==> src/sv/ngx_pkg.sv <==
// Shared constants, request codes and controller/datapath interface types for the NGx block.
`timescale 1ns / 1ps

package ngx_pkg;

   // Store geometry.
   localparam int MAX_CONTIGS = 1024;
   localparam int ADDR_W      = $clog2(MAX_CONTIGS);
   localparam int CNT_W       = $clog2(MAX_CONTIGS + 1);

   // Field widths.
   localparam int REQ_W = 2;
   localparam int LEN_W = 31;
   localparam int PCT_W = 7;
   localparam int GS_W  = 32;

   // Percent arithmetic: thresholds are tested as scale * sum >= percent * genome_size.
   localparam int PERCENT_SCALE = 100;
   localparam int SCALE_W       = $clog2(PERCENT_SCALE + 1);
   localparam int SCALED_W      = LEN_W + SCALE_W;
   localparam int TARGET_W      = PCT_W + GS_W;
   localparam int ACC_W         = SCALED_W + CNT_W;

   // Request codes.
   localparam logic [REQ_W-1:0] REQ_CLEAR = 2'd0;
   localparam logic [REQ_W-1:0] REQ_LOAD  = 2'd1;
   localparam logic [REQ_W-1:0] REQ_QUERY = 2'd2;

   // Commands from the controller to the datapath.
   typedef struct packed {
      logic start_clear;
      logic start_load;
      logic start_query;
      logic start_other;
      logic ins_shift;
      logic ins_place;
      logic qry_step;
      logic rsp_load;
   } ngx_cmd_type;

   // Status from the datapath to the controller.
   typedef struct packed {
      logic full;
      logic idx_zero;
      logic shift_ok;
      logic hit;
      logic exhausted;
   } ngx_sts_type;

endpackage

==> src/sv/ngx_ctrl.sv <==
// Controller state machine: sequences clear, sorted insertion, query walk and result hand-off.
`timescale 1ns / 1ps

module ngx_ctrl (
   input  logic                            clock,
   input  logic                            reset,
   input  logic                            req_valid,
   output logic                            req_stall,
   input  logic [ngx_pkg::REQ_W-1:0]       req_type,
   output logic                            rsp_valid,
   input  logic                            rsp_stall,
   input  ngx_pkg::ngx_sts_type            sts,
   output ngx_pkg::ngx_cmd_type            cmd
);

   localparam logic [1:0] ST_IDLE   = 2'd0;
   localparam logic [1:0] ST_INS    = 2'd1;
   localparam logic [1:0] ST_QRY    = 2'd2;
   localparam logic [1:0] ST_FINISH = 2'd3;

   logic [1:0] state_ff;
   logic [1:0] state_in;
   logic       rsp_valid_ff;
   logic       rsp_valid_in;

   always_comb begin
      cmd      = '0;
      state_in = state_ff;
      unique case (state_ff)
         ST_IDLE: begin
            if (req_valid) begin
               unique case (req_type)
                  ngx_pkg::REQ_CLEAR: begin
                     cmd.start_clear = 1'b1;
                     state_in        = ST_FINISH;
                  end
                  ngx_pkg::REQ_LOAD: begin
                     cmd.start_load = 1'b1;
                     state_in       = sts.full ? ST_FINISH : ST_INS;
                  end
                  ngx_pkg::REQ_QUERY: begin
                     cmd.start_query = 1'b1;
                     state_in        = ST_QRY;
                  end
                  default: begin
                     cmd.start_other = 1'b1;
                     state_in        = ST_FINISH;
                  end
               endcase
            end
         end
         ST_INS: begin
            // Move smaller entries up one place until the new length's slot is found.
            if (!sts.idx_zero && sts.shift_ok) begin
               cmd.ins_shift = 1'b1;
            end else begin
               cmd.ins_place = 1'b1;
               state_in      = ST_FINISH;
            end
         end
         ST_QRY: begin
            cmd.qry_step = 1'b1;
            if (sts.hit || sts.exhausted) begin
               state_in = ST_FINISH;
            end
         end
         ST_FINISH: begin
            if (!rsp_valid_ff || !rsp_stall) begin
               cmd.rsp_load = 1'b1;
               state_in     = ST_IDLE;
            end
         end
      endcase
   end

   always_comb begin
      rsp_valid_in = rsp_valid_ff;
      if (cmd.rsp_load) begin
         rsp_valid_in = 1'b1;
      end else if (!rsp_stall) begin
         rsp_valid_in = 1'b0;
      end
   end

   always_ff @(posedge clock) begin
      if (reset) begin
         state_ff     <= ST_IDLE;
         rsp_valid_ff <= 1'b0;
      end else begin
         state_ff     <= state_in;
         rsp_valid_ff <= rsp_valid_in;
      end
   end

   assign req_stall = (state_ff != ST_IDLE);
   assign rsp_valid = rsp_valid_ff;

   // A finished result with a free output register is presented on the next edge.
   a_finish_hands_off: assert property (@(posedge clock) disable iff (reset)
      (state_ff == ST_FINISH) && !rsp_valid_ff |=> rsp_valid_ff && (state_ff == ST_IDLE))
      else $error("finished result was not handed to the output register");

   // An accepted query always starts the walk.
   a_query_starts_walk: assert property (@(posedge clock) disable iff (reset)
      req_valid && !req_stall && (req_type == ngx_pkg::REQ_QUERY) |=> (state_ff == ST_QRY))
      else $error("accepted query did not enter the walk");

endmodule

==> config.mk <==
export PLATFORM = sky130hd
export DESIGN_NAME = ngx_ctrl
export DESIGN_NICKNAME = d
export VERILOG_FILES = /design/src/sv/ngx_pkg.sv /design/src/sv/ngx_ctrl.sv
export SDC_FILE = /design/constraint.sdc
export NUM_CORES = 1
export LEC_CHECK = 0
export BUFFER_PORTS_ARGS = -buffer_cell sky130_fd_sc_hd__clkbuf_2
export CAP_MARGIN = 40
export CORE_AREA = 2 2 39 41
export CTS_BUF_LIST = sky130_fd_sc_hd__clkbuf_4
export DETAILED_ROUTE_END_ITERATION = 8
export DIE_AREA = 0 0 41 43
export SKIP_LAST_GASP = 1
export SLEW_MARGIN = 20
export SYNTH_ARGS = -nofsm -noshare
export SYNTH_HDL_FRONTEND = slang
export SYNTH_SLANG_ARGS = --single-unit
==> constraint.sdc <==
create_clock -name clock -period 2.05 [get_ports clock]
set_input_delay 0.3075 -clock clock [delete_from_list [all_inputs] [get_ports clock]]
set_output_delay 0.3075 -clock clock [all_outputs]
set_load 0.1 [all_outputs]
# ---- Word-level counts from Yosys, hierarchy flattened
# Index checks and enable logic that the tools add are counted.
dict set report totals {
  in_bits 11
  elab_cells 44
  reg_bits 3
}
dict set report op_classes {
  muxes 21
  eq_ne 10
  reduce_logical 11
}
# cell count
set op_table {}
lappend op_table {{2-bit 2-to-1 mux} 6}
lappend op_table {{1-bit 2-to-1 mux} 11}
lappend op_table {{4-bit 2-to-1 mux} 2}
lappend op_table {{2-bit != test, second input constant} 4}
lappend op_table {{2-bit one-hot mux with 4 select lines} 1}
lappend op_table {{2-bit == test, second input constant} 3}
lappend op_table {{2-bit by 1-bit == test with 1-bit output, second input constant} 2}
lappend op_table {{2-bit zero test} 2}
lappend op_table {{2-bit one-hot mux with 2 select lines} 1}
lappend op_table {{4-bit AND reduction} 1}
lappend op_table {{1-bit zero test} 3}
lappend op_table {{3-bit OR reduction} 1}
lappend op_table {{1-bit logical OR} 2}
lappend op_table {{2-bit by 1-bit != test with 1-bit output, second input constant} 1}
lappend op_table {{2-bit nonzero test} 1}
lappend op_table {{1-bit logical AND} 1}

# ---- Logic depth before layout (Yosys ltp)
# Gate-level depths: netlist of the first run.
dict set report logic_depth {
  depth_word 5
  depth_mapped 5
  depth_no_buf 5
}

# ---- Worst setup path after synthesis of the first run
# OpenSTA, ideal clock, no wires.
dict set report synth_timing {
  path_kind {reg-to-output}
  from {register state_ff[1]}
  to {output cmd[2] in the netlist's numbering}
  stages_incl_launch_ff 4
  required_time_ns 1.742
  arrival_time_ns 2.729
  setup_slack_ns -0.986
  cell_sequence {dfxtp_1 inv_1 ha_1 a21boi_0}
}
# item line_no
set synth_lines {}
lappend synth_lines {{start, declared} ngx_ctrl.sv:21} ;# logic [1:0] state_ff;
lappend synth_lines {{start signal, assigned} ngx_ctrl.sv:90} ;# state_ff <= state_in;
lappend synth_lines {{end, declared} ngx_ctrl.sv:13} ;# output ngx_pkg::ngx_cmd_type cmd

# ---- Worst setup path in the final report of the first run
dict set report layout_timing {
  from {register state_ff[0]}
  to {output req_stall}
}
dict set report layout_via {
  elab_chain_len 1
}
# item line_no
set layout_rtl {}
lappend layout_rtl {{2-bit nonzero test} ngx_ctrl.sv:95} ;# assign req_stall = (state_ff != ST_IDLE);
lappend layout_rtl {{end, declared} ngx_ctrl.sv:8} ;# output logic req_stall,
# Every way passes these cells.

==> results.toml, run 1 <==
[floorplanning]
core_um2 = 1384
start_util = 0.2785
die_w_um = 41
ioPinCount = 21
die-area_um2 = 1763
die-height_um = 43
rows = 14

[placement]
placedCellCount = 78
detailedPlacementHpwl_um = 643.1
buffer_ports.inserted = 20
dpl-instance-area_um2 = 514.2
pre_cts_ws_ns = 0.3797
routabilityCongestion = 0.6080

[sta]
worst_pin_slew_ns = 0.5404
maxSlewHeadroom = 0.6413
layout_min_cycle_time_ns = 1.869
fmaxAchievable_ghz = 0.5351
fin_hold_ws_ns = 0.3081
worst_slack_ns = 0.1813
clock_skew_ns = 0.006482
report.final.hold_viol_count = 0
final_period_util = 0.9116
finalSetupTns_ns = 0
grt_setup_unrepaired = "no"
drv_slew = 0
setup-violations-final = 0

[global_routing]
grt_pass1_wl_um = 1104
largest_net_degree_at_the_start_of_global_routing = 11
grt-ovfl-total = 0
grt_util_all_layers = 0.09629
initial_antenna_violation_count = 0
first_global_vias = 306

[critical_path]
worst_r2r_path_depth = 5
start_kind = "register"
regToRegSetupSlack_ns = 0.38
critPathMaxFanout = 10
cp-end-kind = "output port"
timing_worst_setup_path_type = "reg2out"
critical_path.reg2reg.endpoint = "state_ff[0]"
rr_startpoint = "state_ff[1]"
cp.required_ns = 1.74
cp_data_arrival_time_ns = 1.56

[hold_path]
min_path_type = "in2reg"
worstHoldStart = "reset"
hold_depth = 2
hold-path-endpoint = "rsp_valid"

[power]
power.density_cell_area_nw_per_um2 = 1598
p_total_mw = 0.8696
peakVddDrop_mv = 0.4195
cellLeakagePower_nw = 0.3156

[yosys]
sequential_area_share_after_synthesis = 0.1558
ys_dominant_reg_cell = "dfxtp_1"
synth_cell_types = 17
post_synth.cell_area_avg_um2 = 8.962
synth.top_cells.by_count = "9 x ha_1, 7 x inv_1, 5 x and3_1"
synthDominantCellAreaShare = 0.2922
synthMostInstantiatedCell = "ha_1"
synth_largest_area_cell = "ha_1"
count_of_mapped_cells_out_of_synthesis = 43
post_synth_main_area_contributors = "ha_1 29%, dfxtp_1 16%, and3_1 8.1%, a2111oi_4 7.1%, inv_1 6.8%"
syn-cell-area_um2 = 385.4
async_reset_ff_frac = 0
synthesis.nets = 63
synth_edf_count = 0
synth-warning-count = 0
ys_seq_elements = 3

[cts]
clk_pin_slew_ns = 0.04
clock-root-buffer = "clkbuf_4"
cts.hold.buffers_added = 0
cts_tree = "yes"
clock_insertion_delay_worst_skew_ns = 0.24
cts.sink_count = 3
cts-buffers-inserted = 3
postCtsSetupBuffers = 0
h_tree_levels = 1
cts-root-to-sink-buffers = 2
resized_cells_post_cts = 0

[finish]
final.fill_count = 151
multiInputGateArea_um2 = 297.8
layout.core_utilization = 0.3933
non_filler_cells_final = 82
antennaDiodeCount = 0
layout.area.seq_um2 = 60.06
drive_above_1_share = 0.4394
design_area_um2 = 544.3
finish.net_count = 87
area_growth_syn_to_layout_pct = 41.23

[run_status]
outcome = "completed"

[route]
wl_per_cell_um = 9.085
drt-vias-per-instance = 4.439
drt-initial-drc-count = 2
dr.pass1.iters = 3
drc_errors = 0
route.vias.total = 364
antenna_violating_nets_post_route = 0
drt-total-wl_um = 745

[flow_run]
max-cap-violations = 0
-- final cells by class --
| cell class | count | area share |
|---|---|---|
| Clock buffer | 4 | 0.05517 |
| Timing Repair Buffer | 20 | 0.2023 |
| Sequential cell | 3 | 0.1103 |
| Multi-Input combinational cell | 32 | 0.5471 |
| Inverter | 7 | 0.04828 |
| Tap cell | 16 | 0.03678 |
-- power by group --
group | leakage [nW] | switching [mW] | total, mW | internal (mW)
logic | 0.272 | 0.482 | 0.649 | 0.168
clock network | 0.0184 | 0.0336 | 0.120 | 0.0863
registers | 0.0247 | 0.0205 | 0.100 | 0.0798
total | 0.316 | 0.536 | 0.870 | 0.334
-- critical path, cell delays in order, from the launching register on --
cell and delay (ns):
dfxtp_1 0.36, inv_1 0.10, ha_1 0.33, inv_1 0.09
clkbuf_2 0.45
-- how the worst max path moves through the flow --
stage	startpoint	endpoint	slack, ns	cells past startpoint
2_1_floorplan	state_ff[0]	cmd[4]	0.22	3
6_report	state_ff[0]	req_stall	0.18	4
3_5_place_dp	state_ff[1]	state_ff[0]	0.38	5
4_1_cts	state_ff[0]	req_stall	0.15	4
3_3_place_gp	state_ff[1]	state_ff[0]	0.44	5
5_1_grt	state_ff[0]	req_stall	0.08	4
-- flip-flops by register name, indices dropped and copies added, names as in the netlist --
name       count
state_ff       2
rsp_valid      1
-- cells in the final DEF, fill, tap and decap left out, types with 2 or more instances in the layout --
cell / synthesis / routed
clkbuf_2: 0 / 16
ha_1: 9 / 8
inv_1: 7 / 7
and3_1: 5 / 5
clkbuf_4: 0 / 4
buf_4: 1 / 4
nor2_1: 3 / 3
nand2b_1: 3 / 3
dfxtp_1: 3 / 3
a21oi_1: 2 / 2
-- layer usage --
metal,GRT usage,vias to the layer above,routed length [um]
met3,0.03141,0,45
met1,0.09295,164,317
met4,0.08000,0,0
met5,0,-,0
met2,0.1531,13,381
li1,-,187,-
-- kinds of logic (layout without fill, tap and decap cells) --
family,Yosys count,after routing,synth area share
buffers and inverters,8,31,0.08768
AO/OA/AOI/OAI,6,6,0.1623
AND/OR/NAND/NOR,15,15,0.2370
flip-flops,3,3,0.1559
multiplexers,2,2,0.06492
adder cells (fa/ha/maj),9,9,0.2922
Power figures use the tool's default switching activity.
==> run 2, diff against run 1 <==
clock period = 2 ns   (was 2.05 ns; I/O delays follow)
==> run 2 against run 1 <==
Critical path depth unchanged. Combinational power grew 7.6%. Via count is 2.5% higher. Wire length is 9.9% higher. Sequential power hardly changed. Utilization grew 3.6 points. Critical endpoint unchanged.
==> results.toml, run 2 (synthesized netlist as in run 1, its figures left out) <==
[global_routing]
grt_pass1_wl_um = 1235
grt-ovfl-total = 0
largest_net_degree_at_the_start_of_global_routing = 11
first_global_vias = 335
initial_antenna_violation_count = 0
grt_util_all_layers = 0.1083

[cts]
cts-buffers-inserted = 3
cts-root-to-sink-buffers = 2
clk_pin_slew_ns = 0.04
clock_insertion_delay_worst_skew_ns = 0.24
cts.hold.buffers_added = 0
postCtsSetupBuffers = 0
h_tree_levels = 1
clock-root-buffer = "clkbuf_4"
resized_cells_post_cts = 0
cts.sink_count = 3
cts_tree = "yes"

[finish]
mostFrequentLayoutCell = "clkbuf_2"
largest_register = "state_ff"
drive_above_1_share = 0.4394
largest_register_ffs = 2
area_growth_syn_to_layout_pct = 54.22
layout.cells.most_common_list = "16 x clkbuf_2, 8 x ha_1, 7 x inv_1"
finish.net_count = 87
antennaDiodeCount = 0
design_area_um2 = 594.3

[placement]
pre_cts_ws_ns = 0.3502
dpl-instance-area_um2 = 564.3
routabilityCongestion = 0.6707
buffer_ports.inserted = 20

[critical_path]
sequence_of_cells_on_the_critical_path = "inv_1, ha_1, inv_1, clkbuf_2"
critPathMaxFanout = 10
cpMostUsedCell = "inv_1"
critical_path_cell_count = 4
rr_startpoint = "state_ff[1]"
crit_buf_inv = 3
worst_r2r_path_depth = 5
cpMaxStageDelayCell = "clkbuf_2"
timing_worst_setup_path_type = "reg2out"
start_kind = "register"
cp_data_arrival_time_ns = 1.55
critical_path.reg2reg.endpoint = "state_ff[0]"
regToRegSetupSlack_ns = 0.36
cp.required_ns = 1.70
slowest_stage_delay_cp_ns = 0.45
cp-end-kind = "output port"
critPathTopFamily = "buffers and inverters"

[sta]
layout_min_cycle_time_ns = 1.855
report.final.hold_viol_count = 0
drv_slew = 0
maxSlewHeadroom = 0.6407
fmaxAchievable_ghz = 0.5392
finalSetupTns_ns = 0
fin_hold_ws_ns = 0.2817
worst_slack_ns = 0.1454
clock_skew_ns = 0.001095
grt_setup_unrepaired = "no"
setup-violations-final = 0
final_period_util = 0.9273
worst_pin_slew_ns = 0.5412

[power]
peakVddDrop_mv = 0.4521
power.density_cell_area_nw_per_um2 = 1554
cellLeakagePower_nw = 0.3274
p_total_mw = 0.9234

[floorplanning]
rows = 14
core_um2 = 1384
die-height_um = 43
die-area_um2 = 1763
ioPinCount = 21
start_util = 0.2785
die_w_um = 41

[hold_path]
hold-path-endpoint = "rsp_valid"
min_path_type = "in2reg"
hold_depth = 2
worstHoldStart = "reset"

[route]
dr.pass1.iters = 5
wl_per_cell_um = 9.988
route.vias.total = 373
drt-total-wl_um = 819
drt-initial-drc-count = 4
drt-vias-per-instance = 4.549
antenna_violating_nets_post_route = 0
drc_errors = 0

[run_status]
outcome = "completed"

[flow_run]
max-cap-violations = 0
## run 2: routing by layer
metal / vias up / GRT usage / routed length, um
met5: - / 0 / 0
met4: 0 / 0.1000 / 0
met3: 0 / 0.01571 / 49
met2: 13 / 0.1938 / 435
met1: 171 / 0.08974 / 334
li1: 189 / - / -
## run 2: per-stage QoR
stage,util,cells
finish,0.4295,82
CTS,0.4295,82
global placement,0.4078,78
detailed placement,0.4078,78
global route,0.4295,82
floorplan,-,43
## run 2: worst max-delay path by stage
stage | slack, ns | start | endpoint
4_1_cts | 0.13 | state_ff[0] | req_stall
5_1_grt | 0.06 | state_ff[0] | req_stall
3_5_place_dp | 0.35 | state_ff[1] | state_ff[0]
2_1_floorplan | 0.17 | state_ff[0] | cmd[4]
3_3_place_gp | 0.39 | state_ff[0] | state_ff[0]
6_report | 0.15 | state_ff[0] | req_stall
## run 2: area by class of cell
cell class	count	area (um2)
inverters	7	26.28
multi-input cells	32	297.8
fillers	151	789.5
well taps	16	20.02
flip-flops and latches	3	60.06
repair buffers	20	160.2
clock buffers	4	30.03
## run 2: power breakdown
group	switching [mW]	internal [mW]	leakage, nW
logic	0.503	0.195	0.284
registers	0.0187	0.0818	0.0247
clock network	0.0364	0.0886	0.0184
==> run 3, diff against run 2 <==
ABC_CLOCK_PERIOD_IN_PS = 2000   (was default)
CELL_PAD_IN_SITES_DETAIL_PLACEMENT = 2   (was default)
CELL_PAD_IN_SITES_GLOBAL_PLACEMENT = 2   (was default)
CORE_AREA = default   (was 2 2 39 41)
CORE_MARGIN = 2   (was default)
CORE_UTILIZATION = 22   (was default)
CTS_BUF_LIST = sky130_fd_sc_hd__clkbuf_16   (was sky130_fd_sc_hd__clkbuf_4)
DIE_AREA = default   (was 0 0 41 43)
PLACE_DENSITY_LB_ADDON = 0.1   (was default)
==> run 3 against run 2 <==
Critical path depth did not move. Wire length rose by 24%. Non-clock buffer count did not move. Sequential share of layout area fell by 0.82 points. Worst hold slack improved by 0.019 ns. Largest power group unchanged.
==> results.toml, run 3 (synthesized netlist as in run 1, its figures left out) <==
[run_status]
outcome = "completed"

[floorplanning]
start_util = 0.2281
die-height_um = 45.86
ioPinCount = 21
die-area_um2 = 2103
core_um2 = 1689
die_w_um = 45.86
rows = 15

[power]
share_clk_of_total_power = 0.278
peakVddDrop_mv = 0.9316
pwr-share-comb = 0.631
power.density_cell_area_nw_per_um2 = 1728
seq_power_share = 0.092
internal_power_mw = 0.5422
cellLeakagePower_nw = 0.3520
power.net_switching_mw = 0.5758
swShare = 0.5150

[critical_path]
cp-end-kind = "output port"
worst_r2r_path_depth = 5
critical_path.reg2reg.endpoint = "state_ff[0]"
rr_startpoint = "state_ff[1]"
start_kind = "register"
critPathMaxFanout = 4
regToRegSetupSlack_ns = 0.31
crit_start = "state_ff[1]"
timing_worst_setup_path_type = "reg2out"
cp_data_arrival_time_ns = 1.48
cp.required_ns = 1.70

[sta]
worst_pin_slew_ns = 0.5447
setup-violations-final = 0
fmaxAchievable_ghz = 0.5607
maxSlewHeadroom = 0.6384
drv_slew = 0
final_period_util = 0.8917
grt_setup_unrepaired = "no"
layout_min_cycle_time_ns = 1.783
clock_skew_ns = 0.0008155
report.final.hold_viol_count = 0
finalSetupTns_ns = 0

[cts]
clock-root-buffer = "clkbuf_16"
cts.hold.buffers_added = 0
h_tree_levels = 1
cts.sink_count = 3
postCtsSetupBuffers = 0
cts-buffers-inserted = 3
cts-root-to-sink-buffers = 2
clk_pin_slew_ns = 0.03
cts_tree = "yes"
clock_insertion_delay_worst_skew_ns = 0.22
resized_cells_post_cts = 0

[finish]
area_growth_syn_to_layout_pct = 67.86
largest_register = "state_ff"
finish.net_count = 87
drive_above_1_share = 0.4242
design_area_um2 = 646.9
antennaDiodeCount = 0
largest_register_ffs = 2
mostFrequentLayoutCell = "clkbuf_2"
layout.cells.most_common_list = "15 x clkbuf_2, 8 x inv_1, 8 x ha_1"
layout.core_utilization = 0.3830

[flow_run]
max-cap-violations = 0

[route]
drt-vias-per-instance = 4.422
wl_per_cell_um = 12.23
drc_errors = 0
dr.pass1.iters = 4
route.vias.total = 367
drt-total-wl_um = 1015
antenna_violating_nets_post_route = 0
drt-initial-drc-count = 1

[global_routing]
initial_antenna_violation_count = 0
first_global_vias = 363
grt_pass1_wl_um = 1573
largest_net_degree_at_the_start_of_global_routing = 11
grt-ovfl-total = 0
grt_util_all_layers = 0.1106

[hold_path]
hold_depth = 2
hold-path-endpoint = "rsp_valid"
worstHoldStart = "reset"
min_path_type = "in2reg"

[placement]
detailedPlacementHpwl_um = 865.9
routabilityCongestion = 0.5953
buffer_ports.inserted = 20
dpl-instance-area_um2 = 568.0
## run 3: worst max-delay path by stage
stage / end / slack, ns / cells after the start
floorplan: cmd[4] / 0.17 / 3
global placement: state_ff[0] / 0.31 / 5
detailed placement: state_ff[0] / 0.29 / 5
CTS: cmd[0] / 0.18 / 3
global route: cmd[7] / 0.1 / 4
finish: cmd[3] / 0.22 / 4
## run 3: metal layers
metal	vias to the layer above	track usage	part of all wire
met2	15	0.1583	0.43
met1	162	0.1408	0.48
li1	190	-	-
met5	-	0	0
met4	0	0.03429	0
met3	0	0.05952	0.087
## run 3: critical path, cell delays in order, from the launching register on
cell,delay [ns]
dfxtp_1,0.34
inv_1,0.09
ha_1,0.15
and3b_4,0.22
clkbuf_2,0.46
## run 3: power groups by stage
stage	Clock (mW)	Sequential [mW]	Combinational (mW)
final	0.310	0.102	0.705
after global routing	0.322	0.109	0.752
after CTS	0.317	0.105	0.712
after detailed placement	0	0.105	0.710
after global placement	0	0.103	0.708
after floorplan	0	0.116	0.567
## run 3: cell type report
type                            count  area (um2)
Tap cell                           17       21.27
Sequential cell                     3       60.06
Timing Repair Buffer               20       162.7
Inverter                            7       26.28
Multi-Input combinational cell     32       297.8
Fill cell                         210        1042
Clock buffer                        3       75.07
Clock inverter                      1       3.754
## run 3: stage by stage
step                      hold WS, ns  std cells  total power [mW]  worst slack [ns]
after global routing           0.3243         83             1.183           0.09637
after global placement         0.5350         79            0.8112            0.3128
final                          0.3006         83             1.118            0.2165
after floorplan                0.3724         43            0.6832            0.1726
after CTS                      0.3049         83             1.133            0.1821
after detailed placement       0.5314         79            0.8153            0.2885
